<file path="config.mk">
export PLATFORM = sky130hd
export DESIGN_NAME = ready_queue_with_removal
export DESIGN_NICKNAME = d
export VERILOG_FILES = /design/src/rqr_pkg.sv /design/src/rqr_cell.sv /design/src/ready_queue_with_removal.sv
export VERILOG_INCLUDE_DIRS = /design/src /design/src/src
export SDC_FILE = /design/constraint.sdc
export NUM_CORES = 2
export LEC_CHECK = 0
export ABC_CLOCK_PERIOD_IN_PS = 6400
export BUFFER_PORTS_ARGS = -buffer_cell sky130_fd_sc_hd__buf_2
export CAP_MARGIN = 20
export CORE_ASPECT_RATIO = 1.25
export CORE_MARGIN = 4
export CORE_UTILIZATION = 40
export CTS_CLUSTER_SIZE = 30
export DETAILED_ROUTE_END_ITERATION = 16
export PLACE_DENSITY = 0.54
export SYNTH_ARGS = -nofsm -noshare
export SYNTH_HDL_FRONTEND = slang
export SYNTH_SLANG_ARGS = --single-unit
</file>
<file path="constraint.sdc">
create_clock -name clk -period 6.4 [get_ports clk]
set_clock_uncertainty 0.1 [all_clocks]
set_input_delay 0.32 -clock clk [delete_from_list [all_inputs] [get_ports clk]]
set_output_delay 0.32 -clock clk [all_outputs]
set_load 0.05 [all_outputs]
</file>
<file path="src/assert_macros.svh">
// Assertion macros shared by the ready queue RTL.
`ifndef ASSERT_MACROS_SVH
`define ASSERT_MACROS_SVH

// Implication checked on every clock edge outside reset.
`define RQR_ASSERT_IMP(label, clk, rst_n, ante, cons) \
    label: assert property (@(posedge clk) disable iff (!rst_n) (ante) |-> (cons)) \
        else $error("assertion failed");

// Next-cycle implication checked outside reset.
`define RQR_ASSERT_NEXT(label, clk, rst_n, ante, cons) \
    label: assert property (@(posedge clk) disable iff (!rst_n) (ante) |=> (cons)) \
        else $error("assertion failed");

// Invariant checked on every clock edge outside reset.
`define RQR_ASSERT_ALWAYS(label, clk, rst_n, expr) \
    label: assert property (@(posedge clk) disable iff (!rst_n) (expr)) \
        else $error("assertion failed");

`endif

</file>
<file path="src/rqr_pkg.sv">
// Types, constants and defaults for the ready queue.
`timescale 1ns / 1ps

package rqr_pkg;

    localparam int DEF_DEPTH     = 64;
    localparam int DEF_ID_BITS   = 16;
    localparam int ID_FIELD_BITS = 16;
    localparam int COUNT_BITS    = 7;

    typedef logic [1:0]               kind_t;
    typedef logic [ID_FIELD_BITS-1:0] id_field_t;
    typedef logic [COUNT_BITS-1:0]    count_t;

    localparam kind_t KIND_PUSH   = 2'd0;
    localparam kind_t KIND_POP    = 2'd1;
    localparam kind_t KIND_REMOVE = 2'd2;

    typedef struct packed {
        kind_t     kind;
        id_field_t thread_id;
    } cmd_t;

    typedef struct packed {
        id_field_t head_id;
        logic      head_valid;
        logic      found;
        logic      overflow;
        count_t    count;
    } result_t;

    // Control broadcast to every cell of the row.
    typedef struct packed {
        logic cmp;
        logic push;
        logic pop;
        logic remove;
    } cell_ctl_t;

    typedef enum logic [1:0] {
        ST_IDLE = 2'b01,
        ST_EXEC = 2'b10
    } state_t;

endpackage

</file>
<file path="src/rqr_cell.sv">
// One queue slot: holds an entry, compares it with the key, shifts toward the head.
`timescale 1ns / 1ps

module rqr_cell
    import rqr_pkg::*;
#(
    parameter int ID_BITS = DEF_ID_BITS
)
(
    input  logic               clk,
    input  logic               rst_n,
    input  cell_ctl_t          ctl,
    input  logic [ID_BITS-1:0] id,
    input  logic               left_valid,
    input  logic               kill_in,
    input  logic [ID_BITS-1:0] right_data,
    input  logic               right_valid,
    output logic [ID_BITS-1:0] data,
    output logic               valid,
    output logic               kill_out
);

    logic [ID_BITS-1:0] data_reg;
    logic [ID_BITS-1:0] data_next;
    logic               valid_reg;
    logic               valid_next;
    logic               match_reg;
    logic               match_next;
    logic               write_en;

    // Shift from here on once a deleted slot lies at or ahead of this cell.
    assign kill_out = kill_in | (ctl.remove & match_reg);
    assign write_en = ctl.push & ~valid_reg & left_valid;

    always_comb
    begin
        data_next  = data_reg;
        valid_next = valid_reg;
        match_next = match_reg;
        if (ctl.cmp)
        begin
            match_next = valid_reg && (data_reg == id);
        end
        if (kill_out)
        begin
            data_next  = right_data;
            valid_next = right_valid;
        end
        else if (write_en)
        begin
            data_next  = id;
            valid_next = 1'b1;
        end
    end

    always_ff @(posedge clk or negedge rst_n)
    begin
        if (!rst_n)
        begin
            valid_reg <= 1'b0;
            match_reg <= 1'b0;
            data_reg  <= '0;
        end
        else
        begin
            valid_reg <= valid_next;
            match_reg <= match_next;
            data_reg  <= data_next;
        end
    end

    assign data  = data_reg;
    assign valid = valid_reg;

endmodule

</file>
<file path="src/ready_queue_with_removal.sv">
// done follows start via the EXEC state and the done register; a start is
// accepted only in IDLE. On acceptance every cell registers a key compare;
// EXEC runs the first-match prefix along the cell row and shifts, appends or
// deletes in one step. done is a one-cycle strobe; the receiver cannot stall.
// Reset clears every cell and the entry count; the queue is usable at once.
`timescale 1ns / 1ps
`include "assert_macros.svh"

module ready_queue_with_removal
    import rqr_pkg::*;
#(
    parameter int DEPTH   = DEF_DEPTH,
    parameter int ID_BITS = DEF_ID_BITS
)
(
    input  logic    clk,
    input  logic    rst_n,
    input  logic    start,
    input  cmd_t    cmd,
    output logic    busy,
    output logic    done,
    output result_t result
);

    localparam int CNT_W = $clog2(DEPTH + 1);

    state_t             state_reg;
    state_t             state_next;
    kind_t              kind_reg;
    kind_t              kind_next;
    logic [ID_BITS-1:0] id_reg;
    logic [ID_BITS-1:0] id_next;
    logic [CNT_W-1:0]   count_reg;
    logic [CNT_W-1:0]   count_next;
    logic               done_reg;
    logic               done_next;
    result_t            result_reg;
    result_t            result_next;

    logic               accept;
    logic [ID_BITS-1:0] id_in;
    logic [ID_BITS-1:0] cell_id;
    cell_ctl_t          ctl;

    logic [ID_BITS-1:0] cell_data  [DEPTH];
    logic               cell_valid [DEPTH];
    logic               kill       [DEPTH+1];

    assign accept = start & (state_reg == ST_IDLE);
    assign id_in  = ID_BITS'(cmd.thread_id);
    assign busy   = (state_reg != ST_IDLE);

    always_comb
    begin
        ctl     = '0;
        cell_id = id_reg;
        if (accept)
        begin
            ctl.cmp = 1'b1;
            cell_id = id_in;
        end
        else if (state_reg == ST_EXEC)
        begin
            case (kind_reg)
                KIND_PUSH:   ctl.push   = 1'b1;
                KIND_POP:    ctl.pop    = 1'b1;
                KIND_REMOVE: ctl.remove = 1'b1;
                default:     ctl        = '0;
            endcase
        end
    end

    assign kill[0] = ctl.pop;

    for (genvar i = 0; i < DEPTH; i++)
    begin : g_cell
        logic               left_v;
        logic [ID_BITS-1:0] right_d;
        logic               right_v;

        if (i == 0)
        begin : g_first
            assign left_v = 1'b1;
        end
        else
        begin : g_inner_left
            assign left_v = cell_valid[i-1];
        end

        if (i == DEPTH - 1)
        begin : g_last
            assign right_d = '0;
            assign right_v = 1'b0;
        end
        else
        begin : g_inner_right
            assign right_d = cell_data[i+1];
            assign right_v = cell_valid[i+1];
        end

        rqr_cell #(
            .ID_BITS (ID_BITS)
        ) u_cell (
            .clk         (clk),
            .rst_n       (rst_n),
            .ctl         (ctl),
            .id          (cell_id),
            .left_valid  (left_v),
            .kill_in     (kill[i]),
            .right_data  (right_d),
            .right_valid (right_v),
            .data        (cell_data[i]),
            .valid       (cell_valid[i]),
            .kill_out    (kill[i+1])
        );
    end

    always_comb
    begin
        state_next  = state_reg;
        kind_next   = kind_reg;
        id_next     = id_reg;
        count_next  = count_reg;
        done_next   = 1'b0;
        result_next = result_reg;
        case (state_reg)
            ST_IDLE:
            begin
                if (accept)
                begin
                    kind_next  = cmd.kind;
                    id_next    = id_in;
                    state_next = ST_EXEC;
                end
            end
            ST_EXEC:
            begin
                result_next = '0;
                case (kind_reg)
                    KIND_PUSH:
                    begin
                        if (cell_valid[DEPTH-1])
                        begin
                            result_next.overflow = 1'b1;
                        end
                        else
                        begin
                            count_next = count_reg + CNT_W'(1);
                        end
                    end
                    KIND_POP:
                    begin
                        if (cell_valid[0])
                        begin
                            result_next.head_id    = id_field_t'(cell_data[0]);
                            result_next.head_valid = 1'b1;
                            count_next             = count_reg - CNT_W'(1);
                        end
                    end
                    KIND_REMOVE:
                    begin
                        if (kill[DEPTH])
                        begin
                            result_next.found = 1'b1;
                            count_next        = count_reg - CNT_W'(1);
                        end
                    end
                    default:
                    begin
                        count_next = count_reg;
                    end
                endcase
                result_next.count = count_t'(count_next);
                done_next         = 1'b1;
                state_next        = ST_IDLE;
            end
            default:
            begin
                state_next = ST_IDLE;
            end
        endcase
    end

    always_ff @(posedge clk or negedge rst_n)
    begin
        if (!rst_n)
        begin
            state_reg <= ST_IDLE;
            count_reg <= '0;
            done_reg  <= 1'b0;
        end
        else
        begin
            state_reg <= state_next;
            count_reg <= count_next;
            done_reg  <= done_next;
        end
    end

    always_ff @(posedge clk)
    begin
        kind_reg   <= kind_next;
        id_reg     <= id_next;
        result_reg <= result_next;
    end

    assign done   = done_reg;
    assign result = result_reg;

    // An accepted start sets busy without done; done only follows busy.
    `RQR_ASSERT_NEXT(a_start_busy, clk, rst_n, start && !busy, busy && !done)
    `RQR_ASSERT_IMP(a_done_after_exec, clk, rst_n, done, !busy && $past(busy))
    `RQR_ASSERT_ALWAYS(a_count_range, clk, rst_n, count_reg <= CNT_W'(DEPTH))
    `RQR_ASSERT_IMP(a_one_flag, clk, rst_n, done,
                    $countones({result.head_valid, result.found, result.overflow}) <= 1)

endmodule
</file>
=== After elaboration in Yosys (flattened, before gate mapping) ===
Index checks and enable logic that the tools add are counted.

* Bitwise gates (word level): 320
* Multiplexer cells: 273
* Equal/unequal tests: 70
* Reductions and logical operators: 131
* $add $sub $neg: 2

{| class="wikitable"
|+ Operators by type and width
! kind !! number
|-
| 2-to-1 mux 16 bit || 129
|-
| == test 16 bit || 64
|-
| bitwise AND 1 bit || 192
|-
| 2-to-1 mux 1 bit || 136
|-
| nonzero test 2 bit || 64
|-
| logical AND 1 bit || 64
|-
| inverter 1 bit || 64
|-
| OR 1 bit || 64
|-
| 2-to-1 mux 7 bit || 3
|-
| one-hot mux 7 bit (3 select lines) || 1
|-
| adder 7 x 1 -> 7 bit, second input constant || 1
|-
| subtractor 7 x 1 -> 7 bit, second input constant || 1
|-
| 2-to-1 mux 3 bit || 2
|-
| == test 2 x 1 -> 1 bit, second input constant || 2
|-
| == test 2 bit, second input constant || 2
|-
| 2-to-1 mux 2 bit || 2
|-
| AND reduction 2 bit || 2
|-
| zero test 2 bit || 1
|-
| inequality test 2 x 1 -> 1 bit, second input constant || 1
|-
| inequality test 2 bit, second input constant || 1
|}

* Register bits: 1206
* Input bits: 21
* Logic and storage cells: 998

=== Depth between registers and ports, before layout ===
* Depth after elaboration: 71
* Depth in mapped cells: 11
* Depth with buffers taken out: 8

=== Modules after synthesis ===
From an unflattened synthesis, not the netlist that was laid out.

* Cells, all modules: 6580
* Area, all modules: 68851.0 sq um

{| class="wikitable"
|+ By module, submodules not included
! module !! times used !! cells an instance !! area each (sq um)
|-
| rqr_cell || 64 || 100 || 1037.2
|-
| ready_queue_with_removal || 1 || 180 || 2467.4
|}

=== Worst setup path before layout ===
Ideal clock, no wire load.

* Path kind: reg2reg
* From: register g_cell[3].u_cell.match_reg
* To: register g_cell[51].u_cell.data_reg[10]
* Path slack: 3549 ps
* Setup time: 126 ps
* Data arrival time: 2625 ps
* Required time: 6174 ps
* Clock period less this slack: 2851 ps
* Stages on the path, launching flop included: 10
* Cell sequence: dfrtp_1 > or4_4 > or4_4 > nand3_2 > buf_12 > o21ai_4 > or2_1 > buf_6 > buf_6 > a221o_1

* Word-level cells in the longest chain between the ends: 51

{| class="wikitable"
|+ Ends and longest elaborated chain
! item !! line !! source
|-
| from (decl) || rqr_cell.sv:27 || <nowiki>logic match_reg;</nowiki>
|-
| from (signal assigned) || rqr_cell.sv:67 || <nowiki>match_reg <= match_next;</nowiki>
|-
| bitwise AND 1 bit (*) || rqr_cell.sv:32 || <nowiki>assign kill_out = kill_in | (ctl.remove & match_reg);</nowiki>
|-
| OR 1 bit (*) (49 in series) || rqr_cell.sv:32 ||
|-
| 2-to-1 mux 16 bit or nonzero test 2 bit (tied branches) || n/a ||
|-
| to (signal assigned) || rqr_cell.sv:68 || <nowiki>data_reg <= data_next;</nowiki>
|-
| to (decl) || rqr_cell.sv:23 || <nowiki>logic [ID_BITS-1:0] data_reg;</nowiki>
|}

Mark *: on every way between the ends. The rest lies on a longest branch, timed or not.
A chain may end at the register's enable or synchronous reset.

=== Worst setup path after layout ===
* From: register kind_reg[1]
* To: register g_cell[37].u_cell.data_reg[3]

* Word-level cells in the longest chain between the ends: 44

{| class="wikitable"
|+ Ends and longest elaborated chain
! item !! line !! source
|-
| from (decl) || ready_queue_with_removal.sv:29 || <nowiki>kind_t kind_reg;</nowiki>
|-
| from (signal assigned) || ready_queue_with_removal.sv:202 || <nowiki>kind_reg <= kind_next;</nowiki>
|-
| == test 2 bit || ready_queue_with_removal.sv:64 || <nowiki>case (kind_reg)</nowiki>
|-
| 2-to-1 mux 1 bit || ready_queue_with_removal.sv:64 ||
|-
| 2-to-1 mux 3 bit (*) || ready_queue_with_removal.sv:62 || <nowiki>else if (state_reg == ST_EXEC)</nowiki>
|-
| 2-to-1 mux 3 bit (*) || ready_queue_with_removal.sv:57 || <nowiki>if (accept)</nowiki>
|-
| bitwise AND 1 bit || rqr_cell.sv:32 ||
|-
| OR 1 bit (38 in series) || rqr_cell.sv:32 ||
|-
| 2-to-1 mux 16 bit or nonzero test 2 bit (tied branches) || n/a ||
|-
| to (signal assigned) || rqr_cell.sv:68 ||
|-
| to (decl) || rqr_cell.sv:23 ||
|}

Marked as above.

==> results.sh <==
export IMPL_slew_viol_final=0
export IMPL_peakVddDrop_mv=0.281
export IMPL_cts_tree="yes"
export IMPL_synth_ff_type="dfrtp_1"
export IMPL_area_of_the_die_um2=164000
export IMPL_design_area_um2=69800
export IMPL_ys_seq_area_share_pct=48.4
export IMPL_syn_area_per_cell_um2=10.5
export IMPL_maximum_number_of_pins_on_one_net_before_global_route_repair=123
export IMPL_tritoncts_num_sinks=1206
export IMPL_post_route_cells_drive_above_1_share_pct=8.82
export IMPL_largest_register_ff_count=1024
export IMPL_worstSetupStartpoint="kind_reg[1]"
export IMPL_run_status="complete, no violations"
export IMPL_synthesis_yosys_warnings=0
export IMPL_end_kind="register"
export IMPL_setup_violations_final=0
export IMPL_die_width_um=363
export IMPL_post_synth_top_area_cell="dfrtp_1"
export IMPL_grt_overflow_total=0
export IMPL_worst_skew_pair_late_latency_ps=790
export IMPL_hpwlAfterDp_um=139000
export IMPL_layout_filler_cells=14600
export IMPL_grt_pass1_wl_um=335000
export IMPL_max_cap_violation_count=0
export IMPL_reg2reg_slack_ps=1560
export IMPL_gp_routability_congestion=0.814
export IMPL_netlist_area_leader_share_pct=46.2
export IMPL_totalWireLength_um=221000
export IMPL_fin_crit_ps=4840
export IMPL_rr_endpoint="g_cell[37].u_cell.data[3]"
export IMPL_final_hold_viol_count=0
export IMPL_floorplan_rows=162
export IMPL_total_leakage_power_nw=31.1
export IMPL_rsz0062_at_grt="false"
export IMPL_grt_total_usage_pct=26.6
export IMPL_cts_root_buffer="clkbuf_16"
export IMPL_worstSetupPathType="reg -> reg"
export IMPL_synth_most_common_cell="dfrtp_1"
export IMPL_fmax_mhz=207
export IMPL_utilization_pct=44.7
export IMPL_vias=49600
export IMPL_cts_buffers=135
export IMPL_flow_area_growth_from_synthesis_pct=11.1
export IMPL_port_buffers=48
export IMPL_post_synth_edffs=44
export IMPL_via_density_per_instance=6.22
export IMPL_place_inst=7697
export IMPL_clk_transition_reported_paths_ps=60
export IMPL_start_util_pct=40.3
export IMPL_postSynthNetCount=6022
export IMPL_synth_distinct_cells=82
export IMPL_syn_cell_area_um2=62900
export IMPL_post_synth_main_area_contributors="dfrtp_1 46%, a221o_1 16%, xnor2_1 9.0%"
export IMPL_power_density_cell_area_nw_per_um2=293
export IMPL_routedWlPerCell_um=27.8
export IMPL_critPathMaxFanout=22
export IMPL_synth_top_cells_by_count="1161 x dfrtp_1, 1053 x nor2_1, 986 x a221o_1"
export IMPL_drcViolationCount=0
export IMPL_number_of_routed_nets_with_antenna_violations=0
export IMPL_antenna_found_initial=2
export IMPL_finalNetCount=5837
export IMPL_drt_first_pass_iters=6
export IMPL_placement_cell_area_um2=65000
export IMPL_clock_path_buffers=3
export IMPL_end_point_of_the_critical_path="g_cell[37].u_cell.data[3]"
export IMPL_htree_levels=4
export IMPL_timing_critical_path_required_ps=7020
export IMPL_max_slew_worst_pin_slew_ps=1170
export IMPL_slew_headroom_pct=21.6
export IMPL_critPathLaunchType="register"
export IMPL_timing_rr_start="kind_reg[1]"
export IMPL_totalPowerFinal_mw=20.5
export IMPL_core_area_um2=156000
export IMPL_first_iter_violations=5254
export IMPL_timing_final_crit_share_pct=75.6
export IMPL_setup_tns_ps=0
export IMPL_synth_async_reset_ratio_pct=96.4
export IMPL_post_synth_inst_count=5999
export IMPL_reg2reg_depth=8
export IMPL_first_global_vias=49800
export IMPL_arrival_ps=5450
export IMPL_ys_ff_latch=1206
export IMPL_io_pins=49
export IMPL_cts_repair_timing_setup_buffer_count=0
export IMPL_hold_path_class="in -> async"
export IMPL_final_cell_count_no_fill=7972
export IMPL_die_height_um=451
[per-layer routing]
metal	track usage [%]	part of all wire, %
met1	34.4	41
met5	0	0
met4	10.7	4.3
met3	3.98	5.4
met2	44.7	49
[what timing repair did]
action,in CTS,in global routing
hold buffers,3,0
setup endpoints to repair,0,0
gates resized for setup,0,0
endpoints found under the hold margin,57,0
[report_power, final]
part	internal (mW)	switching [mW]
clock network	4.70	3.36
registers	8.05	0.458
logic	1.30	2.63
[cells by family (layout without fill, tap and decap cells)]
kind of cell	Yosys count	after routing	share of synthesized area (%)
AND/OR/NAND/NOR	1796	1796	13.3
XOR/XNOR	1032	1032	14.4
buffers and inverters	592	514	4.04
adder cells (fa/ha/maj)	2	2	0.0398
AO/OA/AOI/OAI	1352	1352	19.6
multiplexers	19	19	0.315
flip-flops	1206	1206	48.4
other	0	1	0
[worst max-delay path, cell delays in order (launching register included)]
cell and delay, ps:
edfxtp_1 870, nor2b_1 110, buf_4 240, a21oi_1 390, nand2b_1 560, buf_4 300, nand4_1 680, nor2b_1 1190
a221o_1 290
[cell type report]
class                           instances  area [um^2]  share of cell area (%)
Sequential cell                      1206        30400                    43.5
Multi-Input combinational cell       4201        30200                    43.2
Clock buffer                          203         4050                    5.80
Tap cell                             2050         2560                    3.67
Timing Repair Buffer                  236         2040                    2.92
Clock inverter                         41          465                   0.667
Inverter                               34          145                   0.208
Antenna cell                            1         2.50                 0.00358
[worst min path at each step]
| stage | cells after the start | from | to |
|---|---|---|---|
| floorplan | 0 | rst_n | count_reg[0] |
| global placement | 1 | rst_n | done |
| finish | 2 | rst_n | g_cell[0].u_cell.data[3] |
| detailed placement | 1 | rst_n | done |
| CTS | 2 | rst_n | g_cell[0].u_cell.data[3] |
| global route | 3 | cmd[13] | g_cell[63].u_cell.data[13] |
[cells in the final DEF (no fill, tap or decap), drive strengths merged, types with 5 or more instances in the layout]
cell / n
and3: 21
o31ai: 67
nand4: 257
nor2: 1053
nand3b: 65
o21ai: 119
nor3: 13
buf: 233
nand2: 182
nor3b: 5
o22ai: 26
nor2b: 51
inv: 37
nand3: 19
a21oi: 90
or2: 11
o211ai: 16
a31oi: 8
or4: 6
xor2: 389
clkbuf: 203
clkinv: 27
nor4: 85
a221o: 986
a21o: 9
mux2i: 16
xnor2: 643
edfxtp: 44
bufinv: 8
and2: 7
nand2b: 9
dfrtp: 1161
[per-stage QoR]
| stage | setup WS, ps | hold WS [ps] |
|---|---|---|
| 2_1_floorplan | 3550 | -75.6 |
| 3_3_place_gp | 1790 | 252 |
| 3_5_place_dp | 1720 | 262 |
| 4_1_cts | 1670 | 13.7 |
| 5_1_grt | 1390 | 68.3 |
| 6_report | 1560 | 15.1 |
Note: power is estimated with default switching activity, not from simulation.
